--- src/design/rhbp_pkg.sv ---
package rhbp_pkg;

  localparam int unsigned RGB_W  = 24;
  localparam int unsigned CODE_W = 3;
  localparam int unsigned ADDR_W = 13;

  localparam logic [2:0] GROUP_LAST    = 3'd6;
  localparam logic [4:0] PAIR_LAST     = 5'd19;
  localparam logic [7:0] ROW_LAST      = 8'd191;
  localparam logic [6:0] THIRD_STRIDE  = 7'h28;

  // address of the last byte of a frame (row 191, pair 19, odd byte)
  localparam logic [ADDR_W-1:0] FRAME_LAST_ADDR = 13'h1ff7;

  typedef logic [RGB_W-1:0]  rgb_t;
  typedef logic [CODE_W-1:0] code_t;
  typedef logic [ADDR_W-1:0] addr_t;

  typedef struct packed {
    logic  found;
    code_t code;
  } lookup_t;

  localparam code_t CODE_BLACK   = 3'd0;
  localparam code_t CODE_MAGENTA = 3'd1;
  localparam code_t CODE_GREEN   = 3'd2;
  localparam code_t CODE_WHITE   = 3'd3;
  localparam code_t CODE_BLUE    = 3'd5;
  localparam code_t CODE_ORANGE  = 3'd6;

  function automatic lookup_t colour_lookup(rgb_t rgb);
    lookup_t res;
    res.found = 1'b1;
    case (rgb)
      24'h000000: res.code = CODE_BLACK;
      24'h1bcb01: res.code = CODE_GREEN;
      24'h14f53c: res.code = CODE_GREEN;
      24'he434fe: res.code = CODE_MAGENTA;
      24'he31e60: res.code = CODE_MAGENTA;
      24'hffffff: res.code = CODE_WHITE;
      24'hcd5b01: res.code = CODE_ORANGE;
      24'hff6a3c: res.code = CODE_ORANGE;
      24'h1b9afe: res.code = CODE_BLUE;
      24'h14cffd: res.code = CODE_BLUE;
      default: begin
        res.found = 1'b0;
        res.code  = CODE_BLACK;
      end
    endcase
    return res;
  endfunction

endpackage

--- src/design/rgb_to_hires_byte_packer_top.sv ---
// Packs a raster of 24-bit RGB pixels (280 per row, 192 rows per frame) into
// hires screen bytes. One pixel is taken per clock while in_stall is low;
// every seventh pixel yields a byte with its 13-bit offset in the
// interleaved 8K page, a mixed-palette warning, an unknown-colour flag and a
// frame-end marker. The result sits in an output register, so the first six
// pixels of the next group keep flowing while a byte waits; only the seventh
// pixel of a group is held off while the previous byte is still stalled. The
// byte is valid in the cycle after its seventh pixel is taken. Colour lookup,
// bit gathering and the palette vote are a single pass of logic into the
// group and output registers.
module rgb_to_hires_byte_packer_top (
  input  logic        clk,
  input  logic        rst_n,
  input  logic        in_valid,
  output logic        in_stall,
  input  logic [23:0] in_pixel_rgb,
  output logic        out_valid,
  input  logic        out_stall,
  output logic [7:0]  out_screen_byte,
  output logic [12:0] out_screen_address,
  output logic        out_mixed_palette,
  output logic        out_unknown_colour,
  output logic        out_frame_end
);

  logic [2:0] pixel_in_group_r, pixel_in_group_nxt;
  logic       odd_byte_r, odd_byte_nxt;
  logic [4:0] pair_col_r, pair_col_nxt;
  logic [7:0] row_r, row_nxt;
  logic [6:0] bits_r, bits_nxt;
  logic [2:0] high_votes_r, high_votes_nxt;
  logic [2:0] low_votes_r, low_votes_nxt;
  logic       unknown_r, unknown_nxt;

  logic        out_valid_r, out_valid_nxt;
  logic [7:0]  out_byte_r, out_byte_nxt;
  logic [12:0] out_addr_r, out_addr_nxt;
  logic        out_mixed_r, out_mixed_nxt;
  logic        out_unknown_r, out_unknown_nxt;
  logic        out_frame_end_r, out_frame_end_nxt;

  rhbp_pkg::lookup_t lk;
  logic        group_done;
  logic        in_take;
  logic        out_take;
  logic        sel;
  logic        pix_bit;
  logic        vote_hi, vote_lo;
  logic [6:0]  bits_all;
  logic [2:0]  hi_all, lo_all;
  logic        pal;
  logic        mixed;
  logic [12:0] row_base;
  logic [12:0] addr;

  assign group_done = (pixel_in_group_r == rhbp_pkg::GROUP_LAST);
  assign out_take   = out_valid_r && !out_stall;
  // only the group-closing pixel needs a free output slot
  assign in_stall   = group_done && out_valid_r && out_stall;
  assign in_take    = in_valid && !in_stall;

  always_comb begin
    lk      = rhbp_pkg::colour_lookup(in_pixel_rgb);
    sel     = pixel_in_group_r[0] ^ odd_byte_r;
    pix_bit = sel ? lk.code[1] : lk.code[0];
    vote_hi = (lk.code > rhbp_pkg::CODE_GREEN) || (lk.code == rhbp_pkg::CODE_BLACK);
    vote_lo = (lk.code < 3'd4) || (lk.code == 3'd7);

    bits_all = bits_r | (7'(pix_bit) << pixel_in_group_r);
    hi_all   = high_votes_r + 3'(vote_hi);
    lo_all   = low_votes_r + 3'(vote_lo);

    mixed = 1'b0;
    if (hi_all == 3'd7) begin
      pal = 1'b1;
    end else if (lo_all == 3'd7) begin
      pal = 1'b0;
    end else begin
      mixed = 1'b1;
      pal   = (hi_all > lo_all);
    end

    row_base = {row_r[2:0], 10'b0} + {3'b0, row_r[5:3], 7'b0}
             + 13'(row_r[7:6] * rhbp_pkg::THIRD_STRIDE);
    addr     = row_base + {7'b0, pair_col_r, odd_byte_r};

    pixel_in_group_nxt = pixel_in_group_r;
    odd_byte_nxt       = odd_byte_r;
    pair_col_nxt       = pair_col_r;
    row_nxt            = row_r;
    bits_nxt           = bits_r;
    high_votes_nxt     = high_votes_r;
    low_votes_nxt      = low_votes_r;
    unknown_nxt        = unknown_r;

    out_valid_nxt     = out_valid_r && !out_take;
    out_byte_nxt      = out_byte_r;
    out_addr_nxt      = out_addr_r;
    out_mixed_nxt     = out_mixed_r;
    out_unknown_nxt   = out_unknown_r;
    out_frame_end_nxt = out_frame_end_r;

    if (in_take) begin
      if (!group_done) begin
        pixel_in_group_nxt = pixel_in_group_r + 3'd1;
        bits_nxt           = bits_all;
        high_votes_nxt     = hi_all;
        low_votes_nxt      = lo_all;
        unknown_nxt        = unknown_r || !lk.found;
      end else begin
        out_valid_nxt     = 1'b1;
        out_byte_nxt      = {pal, bits_all};
        out_addr_nxt      = addr;
        out_mixed_nxt     = mixed;
        out_unknown_nxt   = unknown_r || !lk.found;
        out_frame_end_nxt = (row_r == rhbp_pkg::ROW_LAST)
                         && (pair_col_r == rhbp_pkg::PAIR_LAST) && odd_byte_r;

        pixel_in_group_nxt = 3'd0;
        bits_nxt           = 7'd0;
        high_votes_nxt     = 3'd0;
        low_votes_nxt      = 3'd0;
        unknown_nxt        = 1'b0;

        odd_byte_nxt = !odd_byte_r;
        if (odd_byte_r) begin
          if (pair_col_r >= rhbp_pkg::PAIR_LAST) begin
            pair_col_nxt = 5'd0;
            row_nxt = (row_r >= rhbp_pkg::ROW_LAST) ? 8'd0 : row_r + 8'd1;
          end else begin
            pair_col_nxt = pair_col_r + 5'd1;
          end
        end
      end
    end
  end

  always_ff @(posedge clk) begin
    if (!rst_n) begin
      pixel_in_group_r <= 3'd0;
      odd_byte_r       <= 1'b0;
      pair_col_r       <= 5'd0;
      row_r            <= 8'd0;
      bits_r           <= 7'd0;
      high_votes_r     <= 3'd0;
      low_votes_r      <= 3'd0;
      unknown_r        <= 1'b0;
      out_valid_r      <= 1'b0;
    end else begin
      pixel_in_group_r <= pixel_in_group_nxt;
      odd_byte_r       <= odd_byte_nxt;
      pair_col_r       <= pair_col_nxt;
      row_r            <= row_nxt;
      bits_r           <= bits_nxt;
      high_votes_r     <= high_votes_nxt;
      low_votes_r      <= low_votes_nxt;
      unknown_r        <= unknown_nxt;
      out_valid_r      <= out_valid_nxt;
    end
  end

  always_ff @(posedge clk) begin
    out_byte_r      <= out_byte_nxt;
    out_addr_r      <= out_addr_nxt;
    out_mixed_r     <= out_mixed_nxt;
    out_unknown_r   <= out_unknown_nxt;
    out_frame_end_r <= out_frame_end_nxt;
  end

  assign out_valid          = out_valid_r;
  assign out_screen_byte    = out_byte_r;
  assign out_screen_address = out_addr_r;
  assign out_mixed_palette  = out_mixed_r;
  assign out_unknown_colour = out_unknown_r;
  assign out_frame_end      = out_frame_end_r;

endmodule

--- config.mk ---
export PLATFORM = sky130hd
export DESIGN_NAME = rgb_to_hires_byte_packer_top
export DESIGN_NICKNAME = d
export VERILOG_FILES = /design/src/design/rhbp_pkg.sv /design/src/design/rgb_to_hires_byte_packer_top.sv
export SDC_FILE = /design/constraint.sdc
export NUM_CORES = 1
export LEC_CHECK = 0
export BUFFER_PORTS_ARGS = -buffer_cell sky130_fd_sc_hd__buf_2
export CELL_PAD_IN_SITES_DETAIL_PLACEMENT = 1
export CELL_PAD_IN_SITES_GLOBAL_PLACEMENT = 1
export CORE_MARGIN = 4
export CORE_UTILIZATION = 39
export CTS_BUF_LIST = sky130_fd_sc_hd__clkbuf_8 sky130_fd_sc_hd__clkbuf_16
export DETAILED_ROUTE_END_ITERATION = 16
export PLACE_DENSITY_LB_ADDON = 0.1
export SYNTH_ARGS = -nofsm -noshare
export SYNTH_HDL_FRONTEND = slang
export SYNTH_SLANG_ARGS = --single-unit
--- constraint.sdc ---
create_clock -name clk -period 2.7 [get_ports clk]
set_input_delay 0 -clock clk [delete_from_list [all_inputs] [get_ports clk]]
set_output_delay 0 -clock clk [all_outputs]
set_load 0.05 [all_outputs]
==> results.py, run 1 <==
metrics = {
    "yosys": {
        "ys_ff_latch": 56,
        "yosysWarnings": 0,
        "synth_common_cells": "dfxtp_1, edfxtp_1, nor2_1",
        "synth_area_per_cell_um2": 9.89,
        "synthFlopType": "dfxtp_1",
        "yosysTopAreaCellShare": 0.228,
        "yosysMostFrequentCell": "dfxtp_1",
        "syn_area_mm2": 0.00316,
        "ys_seq_area_frac": 0.431,
        "synth_edf_count": 24,
        "synth_nets": 360,
        "async_reset_ff_frac": 0,
        "yosysUniqueCellTypes": 58,
        "synth.area.top_cells": "edfxtp_1, dfxtp_1, ha_1",
        "syn-instance-count": 319,
        "synth_largest_area_cell": "edfxtp_1",
    },
    "cts": {
        "ctsResizeCount": 0,
        "root_buffer": "clkbuf_8",
        "h-tree-depth": 2,
        "cts_tree": "done",
        "clkSinkCount": 56,
        "post_cts_buffers": 0,
        "hold_buffers": 0,
        "cts_buffers": 5,
        "cts_max_path_buffers": 2,
        "cts.clk_slew.worst_paths_ns": 0.12,
        "clock_latency_ns": 0.32,
    },
    "floorplan": {
        "die_y_um": 98.0,
        "chipWidth_um": 98.0,
        "core-area_mm2": 0.00781,
        "row_count": 32,
        "io_pins": 54,
        "die-area_mm2": 0.00959,
        "start_util": 0.404,
    },
    "power_and_ir_drop": {
        "p_per_area_mw_per_mm2": 420,
        "p_leak_nw": 1.47,
        "vdd_drop_max_mv": 0.231,
    },
    "global_routing": {
        "antenna_found_initial": 0,
        "grt_first_pass_wirelength_um": 13500,
        "grt_pass1_vias": 2779,
        "track_usage": 0.170,
        "grt-ovfl-total": 0,
        "grt_start_max_net_pins": 22,
    },
    "routing": {
        "drt_iter0_drc": 45,
        "dr.pass1.iters": 5,
        "vias": 2653,
        "ant_nets": 0,
        "routed_wl_um": 7960,
        "drcViolationCount": 0,
        "wl_per_cell_um": 16.1,
        "via_per_inst": 5.37,
    },
    "sta": {
        "slew_headroom": 0.534,
        "min_period_ns": 2.51,
        "fin_crit_sh": 0.931,
        "setup-tns-final_ns": 0,
        "worst_pin_slew_ns": 0.698,
        "setup_viol": 0,
        "max_freq_mhz": 398,
        "skew_ns": 0.0173,
        "rsz0062_at_grt": "false",
        "drv_slew": 0,
        "hold_viol_final": 0,
    },
    "run": {
        "max_cap_violations": 0,
    },
    "layout": {
        "area_growth_pct": 18.1,
        "fin_area_mm2": 0.00373,
        "diodes": 0,
        "drive_above_1_share": 0.265,
        "nets": 432,
        "fin_cells": 494,
    },
    "placement": {
        "placed_cells_incl_taps": 486,
        "dp_hpwl_um": 6260,
        "postPlaceCellArea_mm2": 0.00363,
        "gp_congestion": 0.849,
        "io_buffers": 53,
    },
    "critical_path": {
        "cp_data_required_time_ns": 2.77,
        "cp.arrival_ns": 2.58,
        "path_common_cell": "ha_1",
        "critPathMaxStageDelay_ns": 0.53,
        "crit_chain": "buf_2 > or4_1 > nor4_1 > a22oi_1 > nand2_1 > a21oi_1 > ha_1 > ha_1 > inv_1 > ha_1 > a21o_1 > a21oi_1 > o21ai_0",
        "r2r_slack_ns": 0.58,
        "cp-start-kind": "primary input",
        "r2r_cells": 8,
        "cp_slowest_cell": "or4_1",
        "cp-end-kind": "flop",
        "cp_max_fo": 3,
        "worstSetupPathType": "primary input to flop",
    },
    "outcome": {
        "outcome": "finished, final reports clean",
    },
    "worst_hold_path": {
        "hp-class": "primary input to flop",
        "min_path_cells": 3,
    },
}
-- critical path, delay by kind of cell --
kind | cells | cell delay [ns]
AOI/OAI and AO/OA | 5 | 0.67
and+or+nand+nor | 3 | 0.95
buffers and inverters | 2 | 0.16
adders and majority gates | 3 | 0.79
-- metal layers --
layer / GRT usage / wire length (µm) / vias up
li1: - / - / 1313
met1: 0.214 / 3570 / 1296
met2: 0.304 / 4090 / 35
met3: 0.0293 / 213 / 9
met4: 0.0405 / 88 / 0
met5: 0 / 0 / -
-- stage by stage --
step / hold WS [ns] / utilization / setup slack (ns) / power, mW
after floorplan: 0.264 / - / 0.212 / 1.02
after global placement: 0.369 / 0.465 / -0.101 / 1.09
after detailed placement: 0.369 / 0.465 / -0.131 / 1.09
after CTS: 0.0103 / 0.477 / 0.232 / 1.59
after global routing: 0.0286 / 0.477 / 0.0500 / 1.65
final: 0.0162 / 0.477 / 0.186 / 1.56
-- registers in the layout, indices dropped and copies added (netlist names), 3 cells and up --
register and cells:
pair_col_r 5, pixel_in_group_r 3, out_screen_address 13, low_votes_r 3, high_votes_r 3, out_screen_byte 8, bits_r 7, row_r 8
-- kinds of logic after synthesis --
logic type	synth area share
AOI/OAI and AO/OA	0.137
and+or+nand+nor	0.269
adders and majority gates	0.0539
xor gates and xnor gates	0.0527
buffers and inverters	0.0559
DFF	0.431
-- area by class of cell --
type | count | area (µm²)
Clock inverter | 3 | 26.3
Timing Repair Buffer | 77 | 445
Inverter | 21 | 78.8
Tap cell | 102 | 128
Multi-Input combinational cell | 230 | 1620
Fill cell | 940 | 4080
Clock buffer | 5 | 68.8
Sequential cell | 56 | 1360
-- path summary, 6_finish.rpt --
| kind | to | startpoint |
|---|---|---|
| max reg2reg | out_screen_address[11]$_DFFE_PP_ | row_r[6]$_SDFFE_PN0P_ |
| min reg2reg | bits_r[2]$_SDFFE_PN0P_ | bits_r[2]$_SDFFE_PN0P_ |
| max | out_screen_byte[7]$_SDFFCE_PN1P_ | in_pixel_rgb[1] |
| min | bits_r[2]$_SDFFE_PN0P_ | in_valid |
-- placed cells by master (no fill, tap or decap), types with 4 or more instances in the layout --
cell and count:
nand2_1 23, clkbuf_8 5, nand4_1 12, nor4_1 6, nor3_1 6, and2_1 8
o21ai_0 10, nand3_1 20, or4_1 4, buf_4 24, o22ai_1 4, nand3b_1 5
nor2b_1 6, xnor2_1 12, ha_1 12, a21boi_0 6, edfxtp_1 24, xor2_1 7
a21oi_1 7, o21bai_1 4, nor2_1 24, buf_2 53, inv_1 21, dfxtp_1 32
a22oi_1 5, nand4b_1 4
-- power by group --
part	switching (mW)	total (mW)	internal (mW)
Sequential	0.00825	0.895	0.887
Combinational	0.0998	0.179	0.0789
Clock	0.301	0.491	0.190
Power figures use the tool's default switching activity.
==> inputs of run 2 (changes only) <==
- BUFFER_PORTS_ARGS: -buffer_cell sky130_fd_sc_hd__buf_2 -> -buffer_cell sky130_fd_sc_hd__buf_4
==> results.py, run 2 (same netlist as run 1, synthesis figures left out) <==
metrics = {
    "outcome": {
        "outcome": "finished, final reports clean",
    },
    "routing": {
        "vias": 2622,
        "dr.pass1.iters": 4,
        "ant_nets": 0,
        "drt_iter0_drc": 81,
        "routed_wl_um": 7760,
        "via_per_inst": 5.38,
        "drcViolationCount": 0,
        "wl_per_cell_um": 15.9,
    },
    "sta": {
        "setup-tns-final_ns": 0,
        "fin_crit_sh": 0.921,
        "slew_headroom": 0.540,
        "hold_viol_final": 0,
        "skew_ns": 0.0164,
        "min_period_ns": 2.49,
        "rsz0062_at_grt": "false",
        "max_freq_mhz": 402,
        "drv_slew": 0,
        "worst_pin_slew_ns": 0.690,
        "setup_viol": 0,
        "setup_ws_ns": 0.214,
    },
    "cts": {
        "clock_latency_ns": 0.33,
        "cts_buffers": 5,
        "cts_max_path_buffers": 2,
        "ctsResizeCount": 0,
        "cts_tree": "done",
        "hold_buffers": 1,
        "root_buffer": "clkbuf_8",
        "h-tree-depth": 2,
        "post_cts_buffers": 0,
        "cts.clk_slew.worst_paths_ns": 0.12,
        "clkSinkCount": 56,
    },
    "worst_hold_path": {
        "min_path_cells": 2,
        "hp-class": "primary input to flop",
    },
    "critical_path": {
        "cp-end-kind": "flop",
        "cp_max_fo": 3,
        "r2r_cells": 6,
        "cp-start-kind": "primary input",
        "cp.arrival_ns": 2.56,
        "worstSetupPathType": "primary input to flop",
        "cp_data_required_time_ns": 2.78,
    },
    "floorplan": {
        "die_y_um": 98.0,
        "die-area_mm2": 0.00959,
        "core-area_mm2": 0.00781,
        "io_pins": 54,
        "chipWidth_um": 98.0,
        "start_util": 0.404,
        "row_count": 32,
    },
    "layout": {
        "nFillCells": 917,
        "ff_latch_area_mm2": 0.00136,
        "layout_commonest_cell": "buf_4",
        "area_growth_pct": 21.1,
        "multiInputGateArea_mm2": 0.00162,
        "drive_above_1_share": 0.249,
        "largest_reg_flops": 13,
        "layout_common_cells": "buf_4, dfxtp_1, nor2_1, edfxtp_1, nand2_1",
        "nets": 425,
        "diodes": 0,
    },
    "global_routing": {
        "grt_first_pass_wirelength_um": 12900,
        "grt_start_max_net_pins": 22,
        "grt_pass1_vias": 2706,
        "grt-ovfl-total": 0,
        "track_usage": 0.162,
        "antenna_found_initial": 0,
    },
    "placement": {
        "gp_congestion": 0.838,
        "io_buffers": 53,
        "dp_slack_ns": -0.0671,
        "dp_hpwl_um": 6010,
    },
    "power_and_ir_drop": {
        "p_per_area_mw_per_mm2": 412,
        "vdd_drop_max_mv": 0.258,
        "p_leak_nw": 1.49,
        "power_mw": 1.57,
    },
    "run": {
        "max_cap_violations": 0,
    },
}
## run 2: cell types whose count changed in the layout (fill, tap and decap cells not counted), sizes merged
cell | previous run | this run
buf | 77 | 69
clkinv | 0 | 1
clkinvlp | 2 | 1
dlygate4sd3 | 0 | 1
## run 2: cell type report
class                      count  share of cell area
timing repair buffer          70               0.141
inverter                      21              0.0206
clock inverter                 3             0.00720
multi-input combinational    230               0.423
sequential                    56               0.356
clock buffer                   5              0.0180
tap                          102              0.0334
## run 2: critical path: stages
cell	delay, ns
buf_4	0.11
or4b_4	0.57
nor4_1	0.39
a32oi_1	0.13
and2_1	0.18
ha_1	0.18
ha_1	0.29
ha_1	0.33
a21o_1	0.17
a21oi_1	0.12
o21ai_0	0.09
## run 2: path summary, 6_finish.rpt
kind	start	endpoint	slack, ns
worst max-delay path	in_pixel_rgb[21]	out_screen_byte[7]$_SDFFCE_PN1P_	0.21
worst min-delay path	rst_n	pixel_in_group_r[2]$_SDFFE_PN0P_	0.02
worst max register to register	pixel_in_group_r[2]$_SDFFE_PN0P_	row_r[4]$_SDFFE_PN0P_	0.54
worst min register to register	bits_r[2]$_SDFFE_PN0P_	bits_r[2]$_SDFFE_PN0P_	0.45
## run 2: stage by stage
stage | hold WS, ns | std cells | utilization | cell area [µm²]
global placement | 0.349 | 478 | 0.476 | 3720
CTS | 0.00995 | 487 | 0.490 | 3820
global route | 0.0267 | 487 | 0.490 | 3820
floorplan | 0.264 | 319 | - | 3160
finish | 0.0232 | 487 | 0.490 | 3820
detailed placement | 0.352 | 478 | 0.476 | 3720
## run 2: report_power, final
group | switching, mW | total, mW | internal (mW)
clock network | 0.305 | 0.497 | 0.191
logic | 0.0963 | 0.181 | 0.0846
registers | 0.00939 | 0.896 | 0.887
total | 0.411 | 1.57 | 1.16
## run 2: routing by layer
metal | GRT usage | part of all wire | up-vias
li1 | - | - | 1309
met1 | 0.202 | 0.45 | 1256
met2 | 0.282 | 0.50 | 47
met3 | 0.0336 | 0.034 | 10
met4 | 0.0501 | 0.016 | 0
met5 | 0 | 0 | -
